[src/rtl/mbpf_pkg.sv]
// Shared constants, types and helper functions for the masked byte pattern finder.
// No dependencies; every other file imports this package.
`timescale 1ns / 1ps

package mbpf_pkg;

   // Sizing
   localparam int MAX_PATTERN_BYTES = 16;
   localparam int OFFSET_BITS       = 32;
   localparam int REG_BYTES         = 16;   // pattern bytes held by the registers
   localparam int BYTE_W            = 8;
   localparam int LEN_W             = 5;
   localparam int STRICT_W          = 16;
   localparam int OUT_OFFSET_W      = 32;
   localparam int CSR_DATA_W        = 64;
   localparam int CSR_IDX_W         = 2;

   // Stored history bytes (the current byte is not stored)
   localparam int WIN_DEPTH = (MAX_PATTERN_BYTES > 1) ? MAX_PATTERN_BYTES - 1 : 1;
   // Index into the compare window, current byte at distance 0
   localparam int WIN_IDX_W = (MAX_PATTERN_BYTES > 1) ? $clog2(MAX_PATTERN_BYTES) : 1;

   // Register map
   typedef enum logic [CSR_IDX_W-1:0] {
      CSR_PATTERN_LOW  = 2'd0,
      CSR_PATTERN_HIGH = 2'd1,
      CSR_STRICT_MASK  = 2'd2,
      CSR_PATTERN_LEN  = 2'd3
   } csr_idx_type;

   // Configuration as seen by the scan logic
   typedef struct packed {
      logic [CSR_DATA_W-1:0] pattern_low;
      logic [CSR_DATA_W-1:0] pattern_high;
      logic [STRICT_W-1:0]   strict_mask;
      logic [LEN_W-1:0]      pattern_length;
   } cfg_type;

   // One result item
   typedef struct packed {
      logic                    match_found;
      logic [OUT_OFFSET_W-1:0] match_offset;
   } result_type;

   // Pattern byte i; bytes past the registers read as zero
   function automatic logic [BYTE_W-1:0] pattern_byte(cfg_type cfg, int i);
      logic [2*CSR_DATA_W-1:0] all_bytes;
      all_bytes = {cfg.pattern_high, cfg.pattern_low};
      if (i < REG_BYTES) begin
         pattern_byte = all_bytes[BYTE_W*(i % REG_BYTES) +: BYTE_W];
      end else begin
         pattern_byte = '0;
      end
   endfunction

   // Strict bit i; positions past the registers are wildcards
   function automatic logic position_strict(cfg_type cfg, int i);
      if (i < STRICT_W) begin
         position_strict = cfg.strict_mask[i % STRICT_W];
      end else begin
         position_strict = 1'b0;
      end
   endfunction

endpackage

[src/rtl/mbpf_if.sv]
// Valid/ready channel interfaces: byte input, result output and register write.
// Depends on mbpf_pkg.
`timescale 1ns / 1ps

interface mbpf_req_if import mbpf_pkg::*; ();
   logic              valid;
   logic              ready;
   logic [BYTE_W-1:0] data_byte;
   logic              end_of_buffer;

   modport source (output valid, data_byte, end_of_buffer, input ready);
   modport sink   (input valid, data_byte, end_of_buffer, output ready);
endinterface

interface mbpf_rsp_if import mbpf_pkg::*; ();
   logic                    valid;
   logic                    ready;
   logic                    match_found;
   logic [OUT_OFFSET_W-1:0] match_offset;

   modport source (output valid, match_found, match_offset, input ready);
   modport sink   (input valid, match_found, match_offset, output ready);
endinterface

interface mbpf_csr_if import mbpf_pkg::*; ();
   logic                  valid;
   logic                  ready;
   logic [CSR_IDX_W-1:0]  index;
   logic [CSR_DATA_W-1:0] data;

   modport source (output valid, index, data, input ready);
   modport sink   (input valid, index, data, output ready);
endinterface

[src/rtl/masked_byte_pattern_finder_top.sv]
// Masked byte pattern finder, top level: register file, scan stage, result register.
// Depends on mbpf_pkg, mbpf_if, mbpf_csr, mbpf_scan and mbpf_out.
`timescale 1ns / 1ps

// Streams a buffer one byte per transfer on req_ch and, on the byte flagged
// end_of_buffer, returns one result on rsp_ch: whether the configured pattern
// (up to 16 bytes, each position either strict or wildcard by strict_mask)
// occurs wholly inside the buffer, and the offset of its first start. A
// pattern length of zero or above 16, or longer than the buffer, gives not
// found. The byte counter saturates at 2^32-1, after which bytes are neither
// counted nor able to complete a match. The block takes one byte every clock
// cycle unless stalled: each byte is held in an input register and compared
// against the whole window, and the result for a final byte passes from the
// input register into the output register. Input stalls only while a final
// byte waits behind a result that has not yet been taken. Register writes on
// csr_ch are always accepted and belong between buffers.
module masked_byte_pattern_finder_top import mbpf_pkg::*; (
   input  logic        clock,
   input  logic        reset,
   mbpf_req_if.sink    req_ch,
   mbpf_rsp_if.source  rsp_ch,
   mbpf_csr_if.sink    csr_ch
);

   cfg_type    cfg;
   logic       res_valid;
   result_type res;
   logic       slot_free;

   // Configuration registers
   mbpf_csr u_csr (
      .clock (clock),
      .reset (reset),
      .csr   (csr_ch),
      .cfg   (cfg)
   );

   // Byte window and match search
   mbpf_scan u_scan (
      .clock     (clock),
      .reset     (reset),
      .cfg       (cfg),
      .req       (req_ch),
      .slot_free (slot_free),
      .res_valid (res_valid),
      .res       (res)
   );

   // Result register
   mbpf_out u_out (
      .clock     (clock),
      .reset     (reset),
      .res_valid (res_valid),
      .res       (res),
      .slot_free (slot_free),
      .rsp       (rsp_ch)
   );

endmodule

[src/rtl/mbpf_csr.sv]
// Configuration register file: pattern bytes, strict mask and pattern length.
// Depends on mbpf_pkg and mbpf_csr_if.
`timescale 1ns / 1ps

module mbpf_csr import mbpf_pkg::*; (
   input  logic       clock,
   input  logic       reset,
   mbpf_csr_if.sink   csr,
   output cfg_type    cfg
);

   cfg_type cfg_ff;
   cfg_type cfg_in;
   logic    wr_en;

   // Writes are always accepted
   assign csr.ready = 1'b1;
   assign wr_en     = csr.valid && csr.ready;

   // Register decode
   always_comb begin
      cfg_in = cfg_ff;
      if (wr_en) begin
         unique case (csr_idx_type'(csr.index))
            CSR_PATTERN_LOW:  cfg_in.pattern_low    = csr.data;
            CSR_PATTERN_HIGH: cfg_in.pattern_high   = csr.data;
            CSR_STRICT_MASK:  cfg_in.strict_mask    = csr.data[STRICT_W-1:0];
            CSR_PATTERN_LEN:  cfg_in.pattern_length = csr.data[LEN_W-1:0];
            default:          cfg_in = cfg_ff;
         endcase
      end
   end

   always_ff @(posedge clock) begin
      if (reset) begin
         cfg_ff <= '0;
      end else begin
         cfg_ff <= cfg_in;
      end
   end

   assign cfg = cfg_ff;

endmodule

[src/rtl/mbpf_scan.sv]
// Input register, byte history window, position counter and masked window compare.
// Depends on mbpf_pkg and mbpf_req_if.
`timescale 1ns / 1ps

module mbpf_scan import mbpf_pkg::*; (
   input  logic       clock,
   input  logic       reset,
   input  cfg_type    cfg,
   mbpf_req_if.sink   req,
   input  logic       slot_free,
   output logic       res_valid,
   output result_type res
);

   // Input register
   logic              s1_valid_ff;
   logic              s1_valid_in;
   logic [BYTE_W-1:0] s1_byte_ff;
   logic              s1_last_ff;
   logic              accept;
   logic              advance;

   // Scan state
   logic [OFFSET_BITS-1:0] pos_ff;
   logic [OFFSET_BITS-1:0] pos_in;
   logic                   have_ff;
   logic                   have_in;
   logic [OFFSET_BITS-1:0] first_ff;
   logic [OFFSET_BITS-1:0] first_in;
   logic [BYTE_W-1:0]      recent_ff [WIN_DEPTH];
   logic [BYTE_W-1:0]      recent_in [WIN_DEPTH];

   // Compare
   logic [BYTE_W-1:0]      hist [MAX_PATTERN_BYTES];
   logic                   hit;
   logic                   saturated;
   logic                   upd_have;
   logic [OFFSET_BITS-1:0] upd_first;

   // A final byte moves on only when the result register can take it
   assign advance   = s1_valid_ff && (!s1_last_ff || slot_free);
   assign req.ready = !s1_valid_ff || advance;
   assign accept    = req.valid && req.ready;

   always_comb begin
      s1_valid_in = s1_valid_ff;
      if (accept) begin
         s1_valid_in = 1'b1;
      end else if (advance) begin
         s1_valid_in = 1'b0;
      end
   end

   assign saturated = (pos_ff == '1);

   // Window compare: pattern byte i lines up with the byte length-1-i back
   always_comb begin
      hist[0] = s1_byte_ff;
      for (int d = 1; d < MAX_PATTERN_BYTES; d++) begin
         hist[d] = recent_ff[d-1];
      end
      hit = (cfg.pattern_length != '0)
         && (int'(cfg.pattern_length) <= MAX_PATTERN_BYTES)
         && (pos_ff >= OFFSET_BITS'(cfg.pattern_length - 1'b1));
      for (int i = 0; i < MAX_PATTERN_BYTES; i++) begin
         if (i < int'(cfg.pattern_length)) begin
            if (position_strict(cfg, i)
               && (pattern_byte(cfg, i)
                  != hist[WIN_IDX_W'(int'(cfg.pattern_length) - 1 - i)])) begin
               hit = 1'b0;
            end
         end
      end
   end

   // First match bookkeeping; a saturated counter blocks new matches
   always_comb begin
      upd_have  = have_ff;
      upd_first = first_ff;
      if (!saturated && !have_ff && hit) begin
         upd_have  = 1'b1;
         upd_first = pos_ff - OFFSET_BITS'(cfg.pattern_length - 1'b1);
      end
   end

   // Next state; the final byte clears the scan for the next buffer
   always_comb begin
      pos_in    = pos_ff;
      have_in   = have_ff;
      first_in  = first_ff;
      recent_in = recent_ff;
      if (advance) begin
         have_in  = upd_have;
         first_in = upd_first;
         if (!saturated) begin
            pos_in       = pos_ff + 1'b1;
            recent_in[0] = s1_byte_ff;
            for (int k = 1; k < WIN_DEPTH; k++) begin
               recent_in[k] = recent_ff[k-1];
            end
         end
         if (s1_last_ff) begin
            pos_in   = '0;
            have_in  = 1'b0;
            first_in = '0;
         end
      end
   end

   // Result toward the output register
   assign res_valid        = advance && s1_last_ff;
   assign res.match_found  = upd_have;
   assign res.match_offset = upd_have ? OUT_OFFSET_W'(upd_first) : '0;

   always_ff @(posedge clock) begin
      if (reset) begin
         s1_valid_ff <= 1'b0;
         pos_ff      <= '0;
         have_ff     <= 1'b0;
         first_ff    <= '0;
      end else begin
         s1_valid_ff <= s1_valid_in;
         pos_ff      <= pos_in;
         have_ff     <= have_in;
         first_ff    <= first_in;
      end
   end

   // Payload registers
   always_ff @(posedge clock) begin
      if (accept) begin
         s1_byte_ff <= req.data_byte;
         s1_last_ff <= req.end_of_buffer;
      end
      recent_ff <= recent_in;
   end

endmodule

[src/rtl/mbpf_out.sv]
// Result register driving the response channel.
// Depends on mbpf_pkg and mbpf_rsp_if.
`timescale 1ns / 1ps

module mbpf_out import mbpf_pkg::*; (
   input  logic        clock,
   input  logic        reset,
   input  logic        res_valid,
   input  result_type  res,
   output logic        slot_free,
   mbpf_rsp_if.source  rsp
);

   logic       out_valid_ff;
   result_type out_data_ff;

   // Room when empty or when the held result transfers this cycle
   assign slot_free = !out_valid_ff || rsp.ready;

   always_ff @(posedge clock) begin
      if (reset) begin
         out_valid_ff <= 1'b0;
      end else if (slot_free) begin
         out_valid_ff <= res_valid;
      end
   end

   always_ff @(posedge clock) begin
      if (slot_free && res_valid) begin
         out_data_ff <= res;
      end
   end

   assign rsp.valid        = out_valid_ff;
   assign rsp.match_found  = out_data_ff.match_found;
   assign rsp.match_offset = out_data_ff.match_offset;

endmodule

[src/flat_wrapper.sv]
// flat-port wrapper written by rule: the top's interface ports become plain ports
module masked_byte_pattern_finder_top_flat import mbpf_pkg::*;
  (clock, reset, req_ch_valid, req_ch_data_byte, req_ch_end_of_buffer, req_ch_ready, rsp_ch_valid, rsp_ch_match_found, rsp_ch_match_offset, rsp_ch_ready, csr_ch_valid, csr_ch_index, csr_ch_data, csr_ch_ready);
  mbpf_req_if req_ch_i ();
  mbpf_rsp_if rsp_ch_i ();
  mbpf_csr_if csr_ch_i ();
  input  logic clock;
  input  logic reset;
  input wire logic [$bits(req_ch_i.valid)-1:0] req_ch_valid;
  input wire logic [$bits(req_ch_i.data_byte)-1:0] req_ch_data_byte;
  input wire logic [$bits(req_ch_i.end_of_buffer)-1:0] req_ch_end_of_buffer;
  output wire logic [$bits(req_ch_i.ready)-1:0] req_ch_ready;
  output wire logic [$bits(rsp_ch_i.valid)-1:0] rsp_ch_valid;
  output wire logic [$bits(rsp_ch_i.match_found)-1:0] rsp_ch_match_found;
  output wire logic [$bits(rsp_ch_i.match_offset)-1:0] rsp_ch_match_offset;
  input wire logic [$bits(rsp_ch_i.ready)-1:0] rsp_ch_ready;
  input wire logic [$bits(csr_ch_i.valid)-1:0] csr_ch_valid;
  input wire logic [$bits(csr_ch_i.index)-1:0] csr_ch_index;
  input wire logic [$bits(csr_ch_i.data)-1:0] csr_ch_data;
  output wire logic [$bits(csr_ch_i.ready)-1:0] csr_ch_ready;
  assign req_ch_i.valid = req_ch_valid;
  assign req_ch_i.data_byte = req_ch_data_byte;
  assign req_ch_i.end_of_buffer = req_ch_end_of_buffer;
  assign req_ch_ready = req_ch_i.ready;
  assign rsp_ch_valid = rsp_ch_i.valid;
  assign rsp_ch_match_found = rsp_ch_i.match_found;
  assign rsp_ch_match_offset = rsp_ch_i.match_offset;
  assign rsp_ch_i.ready = rsp_ch_ready;
  assign csr_ch_i.valid = csr_ch_valid;
  assign csr_ch_i.index = csr_ch_index;
  assign csr_ch_i.data = csr_ch_data;
  assign csr_ch_ready = csr_ch_i.ready;
  masked_byte_pattern_finder_top u_core (.clock(clock), .reset(reset), .req_ch(req_ch_i), .rsp_ch(rsp_ch_i), .csr_ch(csr_ch_i));
endmodule
[config.mk]
export PLATFORM = sky130hd
export DESIGN_NAME = masked_byte_pattern_finder_top_flat
export DESIGN_NICKNAME = d
export VERILOG_FILES = /design/src/rtl/mbpf_pkg.sv /design/src/rtl/mbpf_if.sv /design/src/rtl/masked_byte_pattern_finder_top.sv /design/src/rtl/mbpf_csr.sv /design/src/rtl/mbpf_scan.sv /design/src/rtl/mbpf_out.sv /design/src/flat_wrapper.sv
export SDC_FILE = /design/constraint.sdc
export NUM_CORES = 1
export LEC_CHECK = 0
export BUFFER_PORTS_ARGS = -buffer_cell sky130_fd_sc_hd__clkbuf_2
export CORE_MARGIN = 1
export CORE_UTILIZATION = 30
export CTS_CLUSTER_DIAMETER = 100
export DETAILED_ROUTE_END_ITERATION = 6
export PLACE_DENSITY_LB_ADDON = 0.12
export SKIP_CTS_REPAIR_TIMING = 1
export SLEW_MARGIN = 20
export SYNTH_ARGS = -nofsm -noshare
export SYNTH_HDL_FRONTEND = slang
export SYNTH_SLANG_ARGS = --single-unit
[constraint.sdc]
create_clock -name clock -period 8.5 [get_ports clock]
set_clock_uncertainty 0.05 [all_clocks]
set_input_delay 0.425 -clock clock [delete_from_list [all_inputs] [get_ports clock]]
set_output_delay 0.425 -clock clock [all_outputs]
set_load 0.1 [all_outputs]
Word-level counts from Yosys, hierarchy flattened

Cells that the tools add are included.

Flip-flop bits (word level): 378
Bits in latches: 0
Memory bits (writable): 0
ROM bits: 0
Bits of input ports: 80
Logic and storage cells: 280
Memories: 0

$add $sub $neg: 19
Multipliers: 0
Divide/modulo/power cells: 0
Magnitude comparators: 34
Equal/unequal tests: 21
Shift-type cells: 0
Multiplexer cells: 120
Bitwise operators: 17
Reduce and logical (&&, ||, !) cells: 41

Operators by type and width:

| operator              | count |
|---|---|
| $bmux 8 s4            | 16 |
| $mux 8                | 48 |
| $mux 32               | 4 |
| $ne 8x8->1            | 16 |
| $ge 4x5->1 const B    | 16 |
| $not 4->4             | 16 |
| $mux 1                | 52 |
| $lt 4x5->1 const A    | 8 |
| $add 32x1->32 const B | 1 |
| $eq 32x32->1 const B  | 1 |
| $ge 32x32->1          | 1 |
| $sub 32x32->32        | 1 |
| $sub 4x4->4 const B   | 8 |
| $logic_and 1x1->1     | 24 |
| $lt 3x5->1 const A    | 4 |
| $sub 4x3->4 const B   | 4 |
| $reduce_and 2->1      | 6 |
| $lt 1x5->1 const A    | 2 |
| $lt 2x5->1 const A    | 2 |
| $sub 4x1->4 const B   | 2 |
| $sub 4x2->4 const B   | 2 |
| $sub 5x1->6 const B   | 1 |
| $le 5x5->1 const B    | 1 |
| $logic_not 1->1       | 5 |
| other kinds (8)       | 11 |

Longest topological paths before layout

Depth after elaboration: 42
Gate-level depth with buffers: 28
Gate-level depth less buffers: 18

Modules after synthesis

From an unflattened synthesis, not the netlist that was laid out.

Cells, all modules: 2131
Area, all modules: 24810.0 µm²

Modules (own cells, without submodules):

| module    | times used | cells an instance | area each (µm²) | seq. area each (µm²) |
|---|---|---|---|---|
| mbpf_scan | 1          | 1535              | 17685.7         | 5195.0 |
| mbpf_csr  | 1          | 558               | 6078.3          | 2982.9 |
| mbpf_out  | 1          | 38                | 1046.0          | 1011.0 |

Worst setup path before layout

No wires, ideal clock.

Kind: register to register
From: register u_core.u_scan.pos_ff[7]
To: register u_core.u_scan.pos_ff[1]
Library setup time: 0.131 ns
Arrival time: 6.753 ns
Required time: 8.319 ns
Path slack: 1.566 ns
Cell stages (with the launch flop): 10
Clock period less this slack: 6.934 ns
Cell sequence: dfxtp_1 > and4_1 > and2_1 > nand3_1 > or4_1 > clkbuf_1 > nor4_1 > nor2_1 > or3_1 > a21oi_1

Cells in the longest elaborated chain, start to end: 3

RTL lines:

| element                    | line             | RTL |
|---|---|---|
| from (decl)                | mbpf_scan.sv:24  | `logic [OFFSET_BITS-1:0] pos_ff;` |
| from (signal assigned)     | mbpf_scan.sv:123 | `pos_ff <= pos_in;` |
| $eq 32x32->1               | mbpf_scan.sv:54  | `assign saturated = (pos_ff == '1);` |
| $ne 2x2->1 (no line)       | -                |  |
| $reduce_and 2->1 (no line) | -                |  |

No other way between the ends.
A chain may end at the register's enable or synchronous reset.

Worst setup path after layout

From: register u_core.u_csr.cfg_ff (netlist bit u_core.u_csr.cfg[0])
To: register u_core.u_scan.first_ff[25]

Cells in the longest elaborated chain, start to end: 42
Elaborated cells between the ends (all ways): 170

RTL lines:

| element                                                              | line             | RTL |
|---|---|---|
| from (decl)                                                          | mbpf_csr.sv:12   | `cfg_type cfg_ff;` |
| from (signal assigned)                                               | mbpf_csr.sv:38   | `cfg_ff <= cfg_in;` |
| parallel branches: the longest is 40 deep, another holds $sub 4x1->4 | -                |  |
| $mux 32 (*)                                                          | mbpf_scan.sv:80  | `if (!saturated && !have_ff && hit) begin` |
| $mux 32 (*)                                                          | mbpf_scan.sv:102 | `if (s1_last_ff) begin` |
| to (signal assigned)                                                 | mbpf_scan.sv:125 | `first_ff <= first_in;` |
| to (decl)                                                            | mbpf_scan.sv:28  | `logic [OFFSET_BITS-1:0] first_ff;` |

Mark *: on every way between the ends. The select of a mux whose other input is x is not followed.

==> metrics.md <==
| Metric | Value |
|---|---|
| Status | `completed` |
| Post-synthesis simple-gate area fraction | `14.7%` |
| Most frequent cells in the layout | `nand2_1 (355), a21oi_1 (244), dfxtp_1 (214)` |
| Endpoints failing hold | `0` |
| Leakage | `9.54 nW` |
| Nets | `2537` |
| Vias | `19.1k` |
| Row Count | `103` |
| Post-synth cell types | `84` |
| RR Endpoint | `u_core.u_scan.first_ff[25]` |
| Clk pwr share | `39.3%` |
| Clock Tree Buf Depth | `3` |
| Slew headroom | `21.6%` |
| FF-to-FF Start | `u_core.u_csr.cfg[0]` |
| Setup crit end | `u_core.u_scan.first_ff[25]` |
| Period utilization | `82.0%` |
| 1st-pass router iterations | `6` |
| Final setup fails | `0` |
| Slew Viols, Final | `0` |
| Clock latency on the worst-skew pair | `0.61 ns` |
| Routed vias/inst | `5.44` |
| Initial antenna violation count | `0` |
| Switch Pwr | `0.00159 W` |
| Internal | `0.00359 W` |
| Mapped cell area | `24000 um2` |
| Critical Path Sink Type | `register` |
| Power share of the sequential group | `38.8%` |
| Global route overflow | `0` |
| Worst setup path class | `register to register` |
| Non-Filler Instances | `3505` |
| Sinks on Clock Net | `378` |
| CP startpoint kind | `register` |
| Max Clk Rate | `143 MHz` |
| Core Region | `79000 um2` |
| P&R area growth vs syn | `13.2%` |
| Sw Ratio | `30.7%` |
| Starting DRT DRC Count | `1577` |
| Logic gate share of total power | `21.9%` |
| Worst EP required | `8.99 ns` |
| Pwr Density | `191 nW/um2` |
| Largest net degree at the start of global routing | `121` |
| WL final | `81.4 mm` |
| Mean Syn Cell Area | `10.1 um2` |
| Post-synthesis mux area share | `22.1%` |
| Post-synth EDFFs | `162` |
| Critical path fanouts, max | `58` |
| Synth top area cells | `edfxtp_1 (20%), dfxtp_1 (18%), mux4_2 (12%)` |
| I/O pin count | `116` |
| CTS tree | `done` |
| Flop-to-flop setup slack | `1.53 ns` |
| Post-synthesis xor/xnor area fraction | `6.31%` |
| Placed insts | `3404` |
| Hpwl dp | `59.4 mm` |
| RePlAce Congestion | `0.885` |
| Vias in the first global route | `17.7k` |
| Die height | `285 um` |
| Cells after synthesis | `2372` |
| Min cycle time layout | `6.97 ns` |
| Adder-cell area share of the yosys netlist | `2.31%` |
| RSZ-0062 raised after global routing | `false` |
| Antenna-violating nets left | `0` |
| Clock-pin slew of the registers on the worst-case setup and hold paths | `0.06 ns` |
| Maxcap violations | `0` |
| Reg2Reg Depth | `18` |
| Yosys top cell area share | `20.3%` |
| WP data arrival | `7.46 ns` |
| First-pass GRT wire length | `121 mm` |
| CTS Buf Count | `48` |
| Synth warn | `0` |
| #FFs+latches synth | `378` |
| Commonest non-fill, non-tap cell in the layout | `nand2_1` |
| Worst Hold Class | `input pin to register` |
| Setup TNS | `0 ns` |
| Net Count, Synth | `2494` |
| PortBufs | `114` |
| Clk root buf | `clkbuf_16` |
| Most common flop cell mapped by yosys | `dfxtp_1` |
| Layout cell share with drive strength beyond 1 | `17.5%` |
| Worst-margin pin slew | `1.17 ns` |
| Worst VDD drop | `0.000137 V` |
| DR WL/cell | `23.2 um` |
| Sequential element share of the synthesized area | `38.3%` |
| Yosys top cell by area | `edfxtp_1` |
| Asr flop ratio synth | `0%` |
| Worst Setup SP | `u_core.u_csr.cfg[0]` |
| Initial Utilization | `30.3%` |
| Gr usage total | `19.6%` |
| Die width | `285 um` |
| Complex-gate fraction of the synthesized area | `12.4%` |
| DRC viols | `0` |
| Largest family of logic cells by synthesized area | `multiplexers` |
| Die ar. | `81100 um2` |
| H-tree depth | `2` |
==> power by group through the flow <==
stage / registers [W] / clock network (W) / logic, W
finish: 0.00201 / 0.00203 / 0.00114
global route: 0.00202 / 0.00216 / 0.00122
CTS: 0.00201 / 0.00210 / 0.00114
detailed placement: 0.00205 / 0 / 0.00113
global placement: 0.00205 / 0 / 0.00112
floorplan: 0.00206 / 0 / 0.000783
==> cell type report <==
type / count / area (um2)
Fill cell: 7897 / 51900
Clock inverter: 17 / 120
Tap cell: 1050 / 1310
Inverter: 35 / 133
Timing Repair Buffer: 161 / 970
Antenna cell: 1 / 2.50
Multi-Input combinational cell: 1791 / 14000
Clock buffer: 72 / 1440
Sequential cell: 378 / 9190
==> cell usage after synthesis, drive strengths merged (11+ instances only) <==
cell type	number
nor4	16
a22o	30
nand3b	32
a31oi	11
a21oi	244
nand3	64
nor3	30
o21ai	71
and3	24
ha	41
nor2b	27
nand2	356
clkbuf	102
xnor2	86
a211oi	38
inv	34
nand2b	18
xor2	80
o211ai	13
buf	66
mux2	42
mux2i	174
or3	24
nand4	41
edfxtp	162
nor2	74
dfxtp	216
a21o	19
mux4	136
==> how the worst min path moves through the flow <==
stage	endpoint	startpoint	slack (ns)	cells past startpoint
floorplan	u_core.u_csr.cfg[12]	u_core.u_csr.cfg[12]	0.38	2
global placement	u_core.u_csr.cfg[12]	u_core.u_csr.cfg[12]	0.40	2
detailed placement	u_core.u_csr.cfg[5]	u_core.u_csr.cfg[5]	0.40	2
CTS	u_core.u_scan.s1_last_ff	req_ch_end_of_buffer	-0.09	1
global route	u_core.u_csr.cfg[52]	csr_ch_data[31]	0.003	3
finish	u_core.u_csr.cfg[130]	csr_ch_data[45]	0.01	3
==> critical path, cell delays in order, from the launching register on <==
cell	delay, ns
dfxtp_4	0.85
clkinv_2	0.25
ha_4	0.76
inv_1	0.27
ha_1	0.38
or3_1	0.37
a211oi_1	0.39
buf_4	0.27
a211oi_1	0.08
or3_1	0.32
a211o_1	0.29
nor4bb_1	0.89
o2111ai_1	0.25
nor4_2	0.21
nand4_2	0.29
nor2_4	0.15
buf_4	0.49
nand3_1	0.15
a21oi_1	0.17
==> state kept, by name (all words and copies together), names as in the netlist <==
name                           count
u_core.u_scan.s1_last_ff           1
u_core.u_scan.hist               120
u_core.u_out.rsp.valid             1
u_core.u_scan.s1_byte_ff           8
u_core.u_out.rsp.match_offset     32
u_core.u_scan.pos_ff              32
u_core.u_csr.cfg                 149
u_core.u_scan.have_ff              1
u_core.u_scan.s1_valid_ff          1
u_core.u_scan.first_ff            32
u_core.u_out.rsp.match_found       1
==> cells by family after synthesis <==
group	Yosys count
buf+inv	203
mux	352
fa+ha+maj	44
xor+xnor	168
compound gates	488
flops	378
simple gates	738
other cells	1
==> stage by stage <==
step                power (W)  util [%]  hold slack (ns)  instance area [um2]  setup slack (ns)
floorplan             0.00285         -            0.383                24000              1.57
global placement      0.00317      32.2            0.396                25500              1.66
detailed placement    0.00318      32.2            0.401                25500              1.48
CTS                   0.00524      34.2          -0.0898                27000              1.48
global route          0.00540      34.3          0.00283                27100              1.01
finish                0.00518      34.3           0.0106                27100              1.53
==> routing by layer <==
| layer | part of all wire, % | GRT usage, % | vias to the layer above |
|---|---|---|---|
| li1 | - | - | 8931 |
| met1 | 48 | 29.1 | 9530 |
| met2 | 45 | 30.3 | 513 |
| met3 | 4.7 | 2.35 | 89 |
| met4 | 2.0 | 4.45 | 0 |
| met5 | 0 | 0 | - |
(Power assumes the default switching activity.)
